--- src/hw/rtl/aess_pkg.sv ---
`default_nettype none
package aess_pkg;

  // activity levels 0, 80, 160, 240, 320, 400 held as codes 0..5
  localparam int LEVEL_W = 3;
  typedef logic [LEVEL_W-1:0] level_t;

  localparam level_t LVL_ZERO = 3'd0;
  localparam level_t LVL_LOW  = 3'd1;
  localparam level_t LVL_TOP  = 3'd5;

  typedef enum logic [1:0] {
    STAGE_ACTIVE  = 2'd0,
    STAGE_SHALLOW = 2'd1,
    STAGE_DEEP    = 2'd2
  } stage_t;

  // one level moving between passes; last closes the day
  typedef struct packed {
    level_t level;
    logic   last;
  } token_t;

endpackage
`default_nettype wire

--- src/hw/rtl/aess_front.sv ---
`default_nettype none
module aess_front import aess_pkg::*; #(
  parameter int MAX_EPOCHS    = 256,
  parameter int ACTIVITY_BITS = 16
) (
  input  wire logic                     clk,
  input  wire logic                     rst,
  input  wire logic [ACTIVITY_BITS-1:0] activity,
  input  wire logic                     last,
  input  wire logic                     in_valid,
  output logic                          in_ready,
  output token_t                        out_tok,
  output logic                          out_valid,
  input  wire logic                     out_ready
);

  localparam int TAKEN_W = $clog2(MAX_EPOCHS);
  localparam logic [TAKEN_W-1:0] TAKEN_LAST = TAKEN_W'(MAX_EPOCHS - 1);

  localparam logic [31:0] TH_320 = 32'd320;
  localparam logic [31:0] TH_240 = 32'd240;
  localparam logic [31:0] TH_160 = 32'd160;
  localparam logic [31:0] TH_80  = 32'd80;

  logic [TAKEN_W-1:0] taken;
  level_t             w0;
  level_t             w1;
  logic               v0;
  logic               v1;
  logic               drain;

  logic [31:0] act_wide;
  level_t      x;
  level_t      c;
  logic        fin;
  logic        accept;
  logic        out_free;
  logic        drain_go;

  function automatic level_t lift(input level_t lv);
    return (lv > LVL_LOW) ? LVL_TOP : lv;
  endfunction

  assign act_wide = 32'(activity);

  always_comb begin
    if (act_wide >= TH_320) begin
      x = 3'd5;
    end else if (act_wide >= TH_240) begin
      x = 3'd4;
    end else if (act_wide >= TH_160) begin
      x = 3'd3;
    end else if (act_wide > TH_80) begin
      x = 3'd2;
    end else if (act_wide != 32'd0) begin
      x = LVL_LOW;
    end else begin
      x = LVL_ZERO;
    end
  end

  // dip smoothing: w0 is the already smoothed previous level, x the next one
  always_comb begin
    c = w1;
    if (v0) begin
      if (w0 == x && w1 < w0) begin
        c = w0;
      end else if (w0 == x + 3'd1 && w1 < x) begin
        c = x;
      end else if (x == w0 + 3'd1 && w1 < w0) begin
        c = w0;
      end
    end
  end

  assign out_free = !out_valid || out_ready;
  assign in_ready = !drain && out_free;
  assign accept   = in_valid && in_ready;
  assign drain_go = drain && out_free;
  assign fin      = last || (taken == TAKEN_LAST);

  always_ff @(posedge clk) begin
    if (rst) begin
      taken     <= '0;
      v0        <= 1'b0;
      v1        <= 1'b0;
      drain     <= 1'b0;
      out_valid <= 1'b0;
    end else begin
      if (out_valid && out_ready) begin
        out_valid <= 1'b0;
      end
      if (accept) begin
        taken <= fin ? '0 : taken + 1'b1;
        if (v1) begin
          out_tok   <= '{level: lift(c), last: 1'b0};
          out_valid <= 1'b1;
          w0        <= c;
          v0        <= 1'b1;
        end
        w1    <= x;
        v1    <= 1'b1;
        drain <= fin;
      end else if (drain_go) begin
        // the day's final epoch goes out unsmoothed
        out_tok   <= '{level: lift(w1), last: 1'b1};
        out_valid <= 1'b1;
        v0        <= 1'b0;
        v1        <= 1'b0;
        drain     <= 1'b0;
      end
    end
  end

endmodule
`default_nettype wire

--- src/hw/rtl/aess_fifo.sv ---
`default_nettype none
module aess_fifo import aess_pkg::*; (
  input  wire logic   clk,
  input  wire logic   rst,
  input  token_t      in_tok,
  input  wire logic   in_valid,
  output logic        in_ready,
  output token_t      out_tok,
  output logic        out_valid,
  input  wire logic   out_ready
);

  localparam int DEPTH = 4;
  localparam int PTR_W = $clog2(DEPTH);
  localparam int CNT_W = $clog2(DEPTH + 1);

  token_t             slots [DEPTH];
  logic [PTR_W-1:0]   wr_ptr;
  logic [PTR_W-1:0]   rd_ptr;
  logic [CNT_W-1:0]   count;
  logic               wr_en;
  logic               rd_en;

  assign in_ready  = (count != CNT_W'(DEPTH));
  assign out_valid = (count != '0);
  assign out_tok   = slots[rd_ptr];
  assign wr_en     = in_valid && in_ready;
  assign rd_en     = out_valid && out_ready;

  always_ff @(posedge clk) begin
    if (wr_en) begin
      slots[wr_ptr] <= in_tok;
    end
  end

  always_ff @(posedge clk) begin
    if (rst) begin
      wr_ptr <= '0;
      rd_ptr <= '0;
      count  <= '0;
    end else begin
      if (wr_en) begin
        wr_ptr <= (wr_ptr == PTR_W'(DEPTH - 1)) ? '0 : wr_ptr + 1'b1;
      end
      if (rd_en) begin
        rd_ptr <= (rd_ptr == PTR_W'(DEPTH - 1)) ? '0 : rd_ptr + 1'b1;
      end
      if (wr_en && !rd_en) begin
        count <= count + 1'b1;
      end else if (rd_en && !wr_en) begin
        count <= count - 1'b1;
      end
    end
  end

endmodule
`default_nettype wire

--- src/hw/rtl/aess_gap.sv ---
`default_nettype none
module aess_gap import aess_pkg::*; #(
  parameter int RUN = 2
) (
  input  wire logic   clk,
  input  wire logic   rst,
  input  token_t      in_tok,
  input  wire logic   in_valid,
  output logic        in_ready,
  output token_t      out_tok,
  output logic        out_valid,
  input  wire logic   out_ready
);

  level_t       win [RUN+1];
  level_t       filled [RUN+1];
  logic [RUN:0] vld;
  logic         drain;

  logic all_low;
  logic fill;
  logic tail_empty;
  logic out_free;
  logic accept;
  logic drain_go;

  // a run of exactly RUN levels below top, bounded by top on both sides
  always_comb begin
    all_low = 1'b1;
    for (int i = 1; i <= RUN; i++) begin
      all_low = all_low && (win[i] < LVL_TOP);
    end
    fill = vld[0] && (win[0] == LVL_TOP) && all_low && (in_tok.level == LVL_TOP);
    filled[0] = win[0];
    for (int i = 1; i <= RUN; i++) begin
      filled[i] = fill ? LVL_TOP : win[i];
    end
  end

  assign tail_empty = ~|vld[RUN:2];
  assign out_free   = !out_valid || out_ready;
  assign in_ready   = !drain && out_free;
  assign accept     = in_valid && in_ready;
  assign drain_go   = drain && out_free;

  always_ff @(posedge clk) begin
    if (rst) begin
      vld       <= '0;
      drain     <= 1'b0;
      out_valid <= 1'b0;
    end else begin
      if (out_valid && out_ready) begin
        out_valid <= 1'b0;
      end
      if (accept) begin
        if (vld[1]) begin
          out_tok   <= '{level: filled[1], last: 1'b0};
          out_valid <= 1'b1;
        end
        for (int i = 0; i < RUN; i++) begin
          win[i] <= filled[i+1];
        end
        win[RUN] <= in_tok.level;
        vld      <= {1'b1, vld[RUN:1]};
        drain    <= in_tok.last;
      end else if (drain_go) begin
        // end of day: shift the held levels out with no further filling
        for (int i = 0; i < RUN; i++) begin
          win[i] <= win[i+1];
        end
        vld <= {1'b0, vld[RUN:1]};
        if (vld[1]) begin
          out_tok   <= '{level: win[1], last: tail_empty};
          out_valid <= 1'b1;
          if (tail_empty) begin
            vld   <= '0;
            drain <= 1'b0;
          end
        end
      end
    end
  end

endmodule
`default_nettype wire

--- src/hw/rtl/aess_stager.sv ---
`default_nettype none
module aess_stager import aess_pkg::*; (
  input  wire logic   clk,
  input  wire logic   rst,
  input  token_t      in_tok,
  input  wire logic   in_valid,
  output logic        in_ready,
  output stage_t      stage,
  output logic [7:0]  epoch_index,
  output logic        final_res,
  output logic        out_valid,
  input  wire logic   out_ready
);

  level_t     w0;
  level_t     w1;
  logic       v0;
  logic       v1;
  logic       drain;
  logic [7:0] cnt;

  logic out_free;
  logic accept;
  logic drain_go;

  function automatic stage_t classify(input level_t lv, input logic interior,
                                      input level_t left, input level_t right);
    stage_t s;
    if (lv == LVL_ZERO) begin
      s = (interior && (left != LVL_ZERO || right != LVL_ZERO)) ? STAGE_SHALLOW
                                                                : STAGE_DEEP;
    end else if (lv == LVL_LOW) begin
      s = STAGE_SHALLOW;
    end else begin
      s = STAGE_ACTIVE;
    end
    return s;
  endfunction

  assign out_free = !out_valid || out_ready;
  assign in_ready = !drain && out_free;
  assign accept   = in_valid && in_ready;
  assign drain_go = drain && out_free;

  always_ff @(posedge clk) begin
    if (rst) begin
      v0        <= 1'b0;
      v1        <= 1'b0;
      drain     <= 1'b0;
      cnt       <= '0;
      out_valid <= 1'b0;
    end else begin
      if (out_valid && out_ready) begin
        out_valid <= 1'b0;
      end
      if (accept) begin
        if (v1) begin
          stage       <= classify(w1, v0, w0, in_tok.level);
          epoch_index <= cnt;
          final_res   <= 1'b0;
          out_valid   <= 1'b1;
          cnt         <= cnt + 1'b1;
          w0          <= w1;
          v0          <= 1'b1;
        end
        w1    <= in_tok.level;
        v1    <= 1'b1;
        drain <= in_tok.last;
      end else if (drain_go) begin
        // last epoch of the day has no right neighbour
        stage       <= classify(w1, 1'b0, w0, w1);
        epoch_index <= cnt;
        final_res   <= 1'b1;
        out_valid   <= 1'b1;
        cnt         <= '0;
        v0          <= 1'b0;
        v1          <= 1'b0;
        drain       <= 1'b0;
      end
    end
  end

endmodule
`default_nettype wire

--- src/hw/rtl/activity_epoch_sleep_stager_unit.sv ---
`default_nettype none
// channel   direction  handshake          payload
// input     in         push / full        activity, last
// result    out        pop / empty        stage, epoch_index, final_res
//
// one epoch accepted per cycle while full is low; each pass (dip smoothing,
// two- and three-epoch fills, staging) is a short register window with its own
// output register. a result appears seven epochs after its own epoch; the day's
// last epoch flushes the windows, each pass stalling its input while it shifts
// out what it holds. a four-entry queue sits between the smoothing front and
// the fill/staging back. rst is synchronous and returns every window to empty
// and the day counters to zero.
module activity_epoch_sleep_stager_unit import aess_pkg::*; #(
  parameter int MAX_EPOCHS    = 256,
  parameter int ACTIVITY_BITS = 16
) (
  input  wire logic                     clk,
  input  wire logic                     rst,
  input  wire logic [ACTIVITY_BITS-1:0] activity,
  input  wire logic                     last,
  input  wire logic                     push,
  output logic                          full,
  output logic [1:0]                    stage,
  output logic [7:0]                    epoch_index,
  output logic                          final_res,
  output logic                          empty,
  input  wire logic                     pop
);

  token_t front_tok;
  logic   front_valid;
  logic   front_ready;
  token_t q_tok;
  logic   q_valid;
  logic   q_ready;
  token_t two_tok;
  logic   two_valid;
  logic   two_ready;
  token_t three_tok;
  logic   three_valid;
  logic   three_ready;
  logic   in_ready;
  logic   res_valid;
  stage_t res_stage;

  aess_front #(
    .MAX_EPOCHS    (MAX_EPOCHS),
    .ACTIVITY_BITS (ACTIVITY_BITS)
  ) u_front (
    .clk       (clk),
    .rst       (rst),
    .activity  (activity),
    .last      (last),
    .in_valid  (push),
    .in_ready  (in_ready),
    .out_tok   (front_tok),
    .out_valid (front_valid),
    .out_ready (front_ready)
  );

  aess_fifo u_queue (
    .clk       (clk),
    .rst       (rst),
    .in_tok    (front_tok),
    .in_valid  (front_valid),
    .in_ready  (front_ready),
    .out_tok   (q_tok),
    .out_valid (q_valid),
    .out_ready (q_ready)
  );

  aess_gap #(
    .RUN (2)
  ) u_gap_two (
    .clk       (clk),
    .rst       (rst),
    .in_tok    (q_tok),
    .in_valid  (q_valid),
    .in_ready  (q_ready),
    .out_tok   (two_tok),
    .out_valid (two_valid),
    .out_ready (two_ready)
  );

  aess_gap #(
    .RUN (3)
  ) u_gap_three (
    .clk       (clk),
    .rst       (rst),
    .in_tok    (two_tok),
    .in_valid  (two_valid),
    .in_ready  (two_ready),
    .out_tok   (three_tok),
    .out_valid (three_valid),
    .out_ready (three_ready)
  );

  aess_stager u_stager (
    .clk         (clk),
    .rst         (rst),
    .in_tok      (three_tok),
    .in_valid    (three_valid),
    .in_ready    (three_ready),
    .stage       (res_stage),
    .epoch_index (epoch_index),
    .final_res   (final_res),
    .out_valid   (res_valid),
    .out_ready   (pop)
  );

  assign full  = !in_ready;
  assign empty = !res_valid;
  assign stage = res_stage;

endmodule
`default_nettype wire

--- config.mk ---
export PLATFORM = sky130hd
export DESIGN_NAME = activity_epoch_sleep_stager_unit
export DESIGN_NICKNAME = d
export VERILOG_FILES = /design/src/hw/rtl/aess_pkg.sv /design/src/hw/rtl/aess_front.sv /design/src/hw/rtl/aess_fifo.sv /design/src/hw/rtl/aess_gap.sv /design/src/hw/rtl/aess_stager.sv /design/src/hw/rtl/activity_epoch_sleep_stager_unit.sv
export SDC_FILE = /design/constraint.sdc
export NUM_CORES = 1
export LEC_CHECK = 0
export BUFFER_PORTS_ARGS = -buffer_cell sky130_fd_sc_hd__buf_4
export CAP_MARGIN = 20
export CORE_UTILIZATION = 57
export CTS_BUF_LIST = sky130_fd_sc_hd__clkbuf_8
export DETAILED_ROUTE_END_ITERATION = 7
export HOLD_SLACK_MARGIN = 0.15
export PLACE_DENSITY = 0.79
export SLEW_MARGIN = 25
export SYNTH_ARGS = -nofsm -noshare
export SYNTH_HDL_FRONTEND = slang
export SYNTH_SLANG_ARGS = --single-unit
--- constraint.sdc ---
create_clock -name clk -period 3.96 [get_ports clk]
set_clock_uncertainty 0.1 [all_clocks]
set_input_delay 0.792 -clock clk [delete_from_list [all_inputs] [get_ports clk]]
set_output_delay 0.792 -clock clk [all_outputs]
set_load 0.02 [all_outputs]
### Word level (Yosys, flattened, before mapping)

Memory sizes are Yosys's and may differ from the RTL's. A register that Yosys moved wholly into a read port is not among the register bits.
Index checks and enable logic that the tools add are counted.
W data, S select, Z words.

* add/sub/neg operators: 8
* $lt $le $gt $ge: 13
* reductions and logical operators: 73
* mux-type cells: 113
* bitwise logic cells: 6
* eq/ne operators: 16

Operator list (number)
* $mux W3: 26
* $mux W4: 14
* $mux W8: 7
* $mux W1: 55
* $ge A16 B8 Y1 const B: 2
* $reduce_bool A32 Y1: 1
* $logic_and A1 B1 Y1: 29
* $reduce_and A3 Y1: 8
* $mux W2: 11
* $add A8 B1 Y8 const B: 2
* $ge A16 B9 Y1 const B: 1
* $gt A16 B7 Y1 const B: 1
* $lt A3 B3 Y1 const B: 5
* $reduce_bool A2 Y1: 7
* $logic_not A1 Y1: 13
* $eq A3 B3 Y1 const B: 4
* $add A3 B1 Y3 const B: 3
* $eq A3 B3 Y1: 3
* $reduce_bool A3 Y1: 3
* $eq A8 B8 Y1 const B: 1
* $reduce_and A2 Y1: 4
* $gt A3 B1 Y1 const B: 2
* $logic_or A1 B1 Y1: 6
* $lt A3 B3 Y1: 2
* 11 further kinds: 19

* RAM bits: 37
* logic and storage cells: 264
* register bits: 77
* bits of input ports: 21
* output and inout bits: 13
* memories kept: 3

Memories
* u_queue.slots: words 4, bits a word 4, rd ports 1, clocked after Yosys merged registers in 1, write ports 1, RTL line aess_fifo.sv:17 `token_t slots [DEPTH];`
* u_gap_three.win: words 4, bits a word 3, rd ports 4, clocked after Yosys merged registers in 0, write ports 4, RTL line aess_gap.sv:15 `level_t win [RUN+1];`
* u_gap_two.win: words 3, bits a word 3, rd ports 3, clocked after Yosys merged registers in 0, write ports 3, RTL line aess_gap.sv:15

### Longest topological paths before layout

* depth in word-level cells: 16
* mapped depth: 15
* mapped depth without buffers: 14

### Hierarchy

Synthesis repeated with hierarchy kept, for this count alone.

* cell total of the unflattened synthesis: 478
* area total of the unflattened synthesis: 5516.5 µm²

Modules (own cells, without submodules)
* aess_front: cells an instance 168, seq. area each 540.5 µm², area an instance 1525.2 µm², times used 1
* aess_stager: cells an instance 102, seq. area each 750.7 µm², area an instance 1176.1 µm², times used 1
* aess_fifo: cells an instance 68, seq. area each 660.6 µm², area an instance 1054.8 µm², times used 1
* aess_gap at u_gap_three: cells an instance 76, seq. area each 600.6 µm², area an instance 947.2 µm², times used 1
* aess_gap at u_gap_two: cells an instance 62, seq. area each 490.5 µm², area an instance 805.8 µm², times used 1
* activity_epoch_sleep_stager_unit: cells an instance 2, seq. area each 0.0 µm², area an instance 7.5 µm², times used 1

### Least setup slack after synthesis

No wires, ideal clock.

* path kind: input port to flip-flop
* start: in activity[10]
* end: reg u_front.out_tok[1] (netlist bit), data pin
* data required time: 3.588 ns
* path buffers: 0
* stages: 13
* library setup time: 0.272 ns
* arrival time: 3.741 ns
* path slack: -0.152 ns
* cells stage by stage: or4_4 > or4_4 > o21ai_0 > inv_1 > ha_1 > xor2_1 > a211oi_1 > nand3b_1 > a21o_1 > a21oi_1 > o21ba_2 > o221ai_1 > a31oi_1

* elaborated cells between the ends (all ways): 26
* those cells by class: 1 x add/sub; 6 x order compare; 3 x eq/ne; 12 x mux; 4 x reduce/logical

RTL lines
* from (decl): RTL line activity_epoch_sleep_stager_unit.sv:19 `input wire logic [ACTIVITY_BITS-1:0] activity,`
* $gt A16 B7 Y1: RTL line aess_front.sv:53 `end else if (act_wide > TH_80) begin`
* $mux W3: RTL line aess_front.sv:53
* $mux W3: RTL line aess_front.sv:51 `end else if (act_wide >= TH_160) begin`
* $mux W3: RTL line aess_front.sv:49 `end else if (act_wide >= TH_240) begin`
* $mux W3 (*): RTL line aess_front.sv:47 `if (act_wide >= TH_320) begin`
* named net u_front.x[1]: RTL line aess_front.sv:33 `level_t x;`
* $add A3 B1 Y3 / $eq A3 B3 Y1 (equally long branches): RTL line aess_front.sv:68, aess_front.sv:70
* $eq A3 B3 Y1 / $logic_and A1 B1 Y1 (equally long branches): RTL line aess_front.sv:68, aess_front.sv:70
* $logic_and A1 B1 Y1 / $mux W3 (equally long branches): RTL line aess_front.sv:68, aess_front.sv:70
* $mux W3: RTL line aess_front.sv:68 `end else if (w0 == x + 3'd1 && w1 < x) begin`
* $mux W3 (*): RTL line aess_front.sv:66 `if (w0 == x && w1 < w0) begin`
* $mux W3 (*): RTL line aess_front.sv:65 `if (v0) begin`
* $gt A3 B1 Y1: RTL line aess_front.sv:41 `return (lv > LVL_LOW) ? LVL_TOP : lv;`
* $mux W3 (*): RTL line aess_front.sv:41
* $mux W4 (*): RTL line aess_front.sv:95 `if (v1) begin`
* $mux W4 (*): RTL line aess_front.sv:93 `if (accept) begin`
* to (signal assigned): RTL line aess_front.sv:96 `out_tok <= '{level: lift(c), last: 1'b0};`
* to (signal assigned): RTL line aess_front.sv:106 `out_tok <= '{level: lift(w1), last: 1'b1};`
* to (decl): RTL line aess_front.sv:12 `output token_t out_tok,`

The timed path passes the listed nets; every way through them passes the cells marked *. The select of a mux whose other input is x is not followed.
A chain may end at the register's enable or synchronous reset.

### Worst setup path in the final report

* start: in activity[10]
* end: reg u_front.out_tok[3] (netlist bit), data pin

Same word-level chain as after synthesis.

==> qor.txt <==
Routed WL per cell - 16.0 µm
CTS tree - built
Lkg Pwr - 0.00230 µW
Synth Register Bits - 116
initial antenna violation count - 0
worst r2r src - u_front.w0[0]$_DFFE_PP_
most frequent cell after synthesis - edfxtp_1
finished layout cell area - 0.00624 mm²
VDD IR max - 0.303 mV
first-pass GRT wire length - 17100 µm
final cell count without fillers - 658
WS Path Type - in2reg
Cells after DPL - 625
Cell Rows - 34
run status - finished, final reports clean
Synth warnings - 0
Initial Utilization - 0.597
RSZ-0062 raised after global routing - yes
Num CTS Buffers - 17
nets - 573
share of flip-flops with an asynchronous set or reset - 0
Fill cells - 640
crit path time final - 3940 ps
CP max-delay cell - or4_4
RR Endpoint - u_front.out_tok[1]$_DFFE_PP_
reg2reg setup slack - 750 ps
Commonest cells post-synth - 72 x edfxtp_1, 54 x nor2_1, 44 x dfxtp_1
largest cells by area after synthesis - edfxtp_1 41%, dfxtp_1 17%, nor2_1 3.8%, ha_1 3.3%, a21oi_1 2.6%
Critical Path Fanout Max - 3
antenna diode count - 0
Max-Cap Viols - 0
Final Wtd Congestion - 0.924
Min-Delay Path Class - reg2reg
crit-path cells - buf_4 -> or4_4 -> or4_4 -> o21ai_2 -> inv_2 -> ha_4 -> xor2_1 -> a211oi_1 -> nand3b_1 -> a22oi_2 -> o221ai_2 -> a32o_2 -> a22o_1 -> a31oi_1
area post-placement - 0.00579 mm²
largest net degree at the start of global routing - 49
post-synthesis sequential area ratio - 0.573
Die W - 98.5 µm
Final Max Slew Viols - 0
Avg Cell Area, Syn - 11.1 µm²
leading area contributor after synthesis - edfxtp_1
Cell Pwr Density - 487 mW/mm²
Mapped Area - 0.00531 mm²
Crit path depth - 14
syn_nets - 516
worst setup path start - activity[10]
WP data required - 4090 ps
Post-Syn Instances - 480
clock-pin slew on the worst setup and hold paths - 70 ps
WP data arrival - 4070 ps
cell mode on critical path - or4_4
Detailed Place HPWL - 7250 µm
share of layout cells above drive strength 1 - 0.205
number of synthesized flops with an enable pin - 72
post-route clock period utilization - 0.995
critical path endpoint - u_front.out_tok[3]$_DFFE_PP_
worst path bufs/invs - 2
CP startpoint kind - input port
drt total wl - 10500 µm
routed vias/inst - 5.92
clock sink count - 116
reg2reg path depth - 9
I/O pin cnt - 34
relative slew slack - 0.422
top-area cell type share of the netlist area - 0.407
Post-DRT Antenna Nets - 0
1st-iter DRT viols - 199
Pre-Repair DR Iteration Count - 7
Fin. Hold Viols - 0
Die ar. - 0.00971 mm²
Layout area overhead - 17.6%
CTS max path bufs - 2
actual slew at the worst max-slew pin - 858 ps
Final Power - 3040 µW
total grt overflow - 0
CORE AREA - 0.00889 mm²
All-Layer GR Usage - 0.229
Critical Path Max Stage Delay - 560 ps
die height - 98.5 µm
delay-heaviest family, CP - compound AO/OA/AOI/OAI gates
I/O Buffers - 33
Setup Viol. Count Final - 0
Peak Freq - 0.254 GHz
worst skew pair latency - 410 ps
H-tree levels - 4
top_reg_cell synth - edfxtp_1
Critical Path End Type - flop
drt drc - 0
CTS root buf - clkbuf_8
post-synthesis cell type count - 64
detailed-route via count - 3894
vias in the first global route - 3777
-- metrics by stage --
| stage | setup slack, ps | setup TNS (ps) | hold slack [ps] | utilization |
|---|---|---|---|---|
| floorplan | -5.63 | -5.63 | 317 | - |
| global placement | -161 | -496 | 330 | 0.651 |
| detailed placement | -230 | -789 | 338 | 0.651 |
| CTS | 76.4 | 0 | 351 | 0.697 |
| global route | -27.3 | -27.3 | 354 | 0.702 |
| finish | 21.5 | 0 | 356 | 0.702 |
-- registers in the layout, indices dropped and copies added (netlist names), 4 cells and up, named ones only --
| signal | flops |
|---|---|
| u_gap_three.win | 12 |
| u_gap_three.out_tok | 4 |
| u_front.taken | 8 |
| u_gap_three.vld | 4 |
| u_gap_two.out_tok | 4 |
| u_stager.cnt | 8 |
| u_queue.slots | 16 |
| u_gap_two.win | 9 |
| u_stager.epoch_index | 8 |
| u_front.out_tok | 4 |
-- final cells by class --
cell class,instances,area [µm²],share of cell area
clock buffer,18,248,0.0397
clock inverter,14,164,0.0262
inverter,17,63.8,0.0102
multi-input combinational,333,2200,0.352
sequential,116,3040,0.487
tap,108,135,0.0216
timing repair buffer,52,390,0.0625
-- timing repair --
action                     CTS  global route
buffers inserted             0             1
gates resized for setup      0             7
hold buffers                 0             0
setup endpoints to repair    0             2
hold endpoints to repair     0             0
-- cell families after synthesis --
logic type,Yosys count,synth area share
compound gates,102,0.123
xor+xnor,9,0.0148
fa+ha+maj,15,0.0367
buf+inv,31,0.0226
flops,116,0.573
mux,14,0.0375
other cells,1,0.000706
simple gates,192,0.192
-- placed cells by master, fill, tap and decap left out, types with 10 or more instances in the layout --
cell type  count
buf_4         52
edfxtp_1      72
nor3_1        10
o21ai_0       20
a21oi_1       27
ha_1          13
nand2_1       33
clkbuf_8      18
inv_1         18
nand2b_1      12
and2_1        13
nor2_1        54
dfxtp_1       44
nand3_1       14
-- layer usage --
layer,track usage,vias up,part of all wire
met4,0.106,0,0.021
li1,-,1903,-
met5,0,-,0
met2,0.405,93,0.52
met1,0.265,1879,0.43
met3,0.0511,19,0.033
-- where the power goes --
part / internal (µW) / switching, µW / total, µW
Sequential: 1400 / 85.9 / 1490
Combinational: 188 / 251 / 439
Clock: 637 / 475 / 1110
-- worst min path at each step --
stage | slack (ps) | endpoint | cells after the start | from
after floorplan | 320 | u_gap_three.win[3][1]$_DFFE_PP_ | 0 | u_gap_two.out_tok[2]$_DFFE_PP_
after global placement | 330 | u_gap_three.win[3][1]$_DFFE_PP_ | 0 | u_gap_two.out_tok[2]$_DFFE_PP_
after detailed placement | 340 | u_stager.w1[0]$_DFFE_PP_ | 0 | u_gap_three.out_tok[1]$_DFFE_PP_
after CTS | 350 | u_stager.w1[0]$_DFFE_PP_ | 0 | u_gap_three.out_tok[1]$_DFFE_PP_
after global routing | 350 | u_stager.w1[1]$_DFFE_PP_ | 0 | u_gap_three.out_tok[2]$_DFFE_PP_
final | 360 | u_stager.w1[0]$_DFFE_PP_ | 0 | u_gap_three.out_tok[1]$_DFFE_PP_
Power figures use the tool's default switching activity.
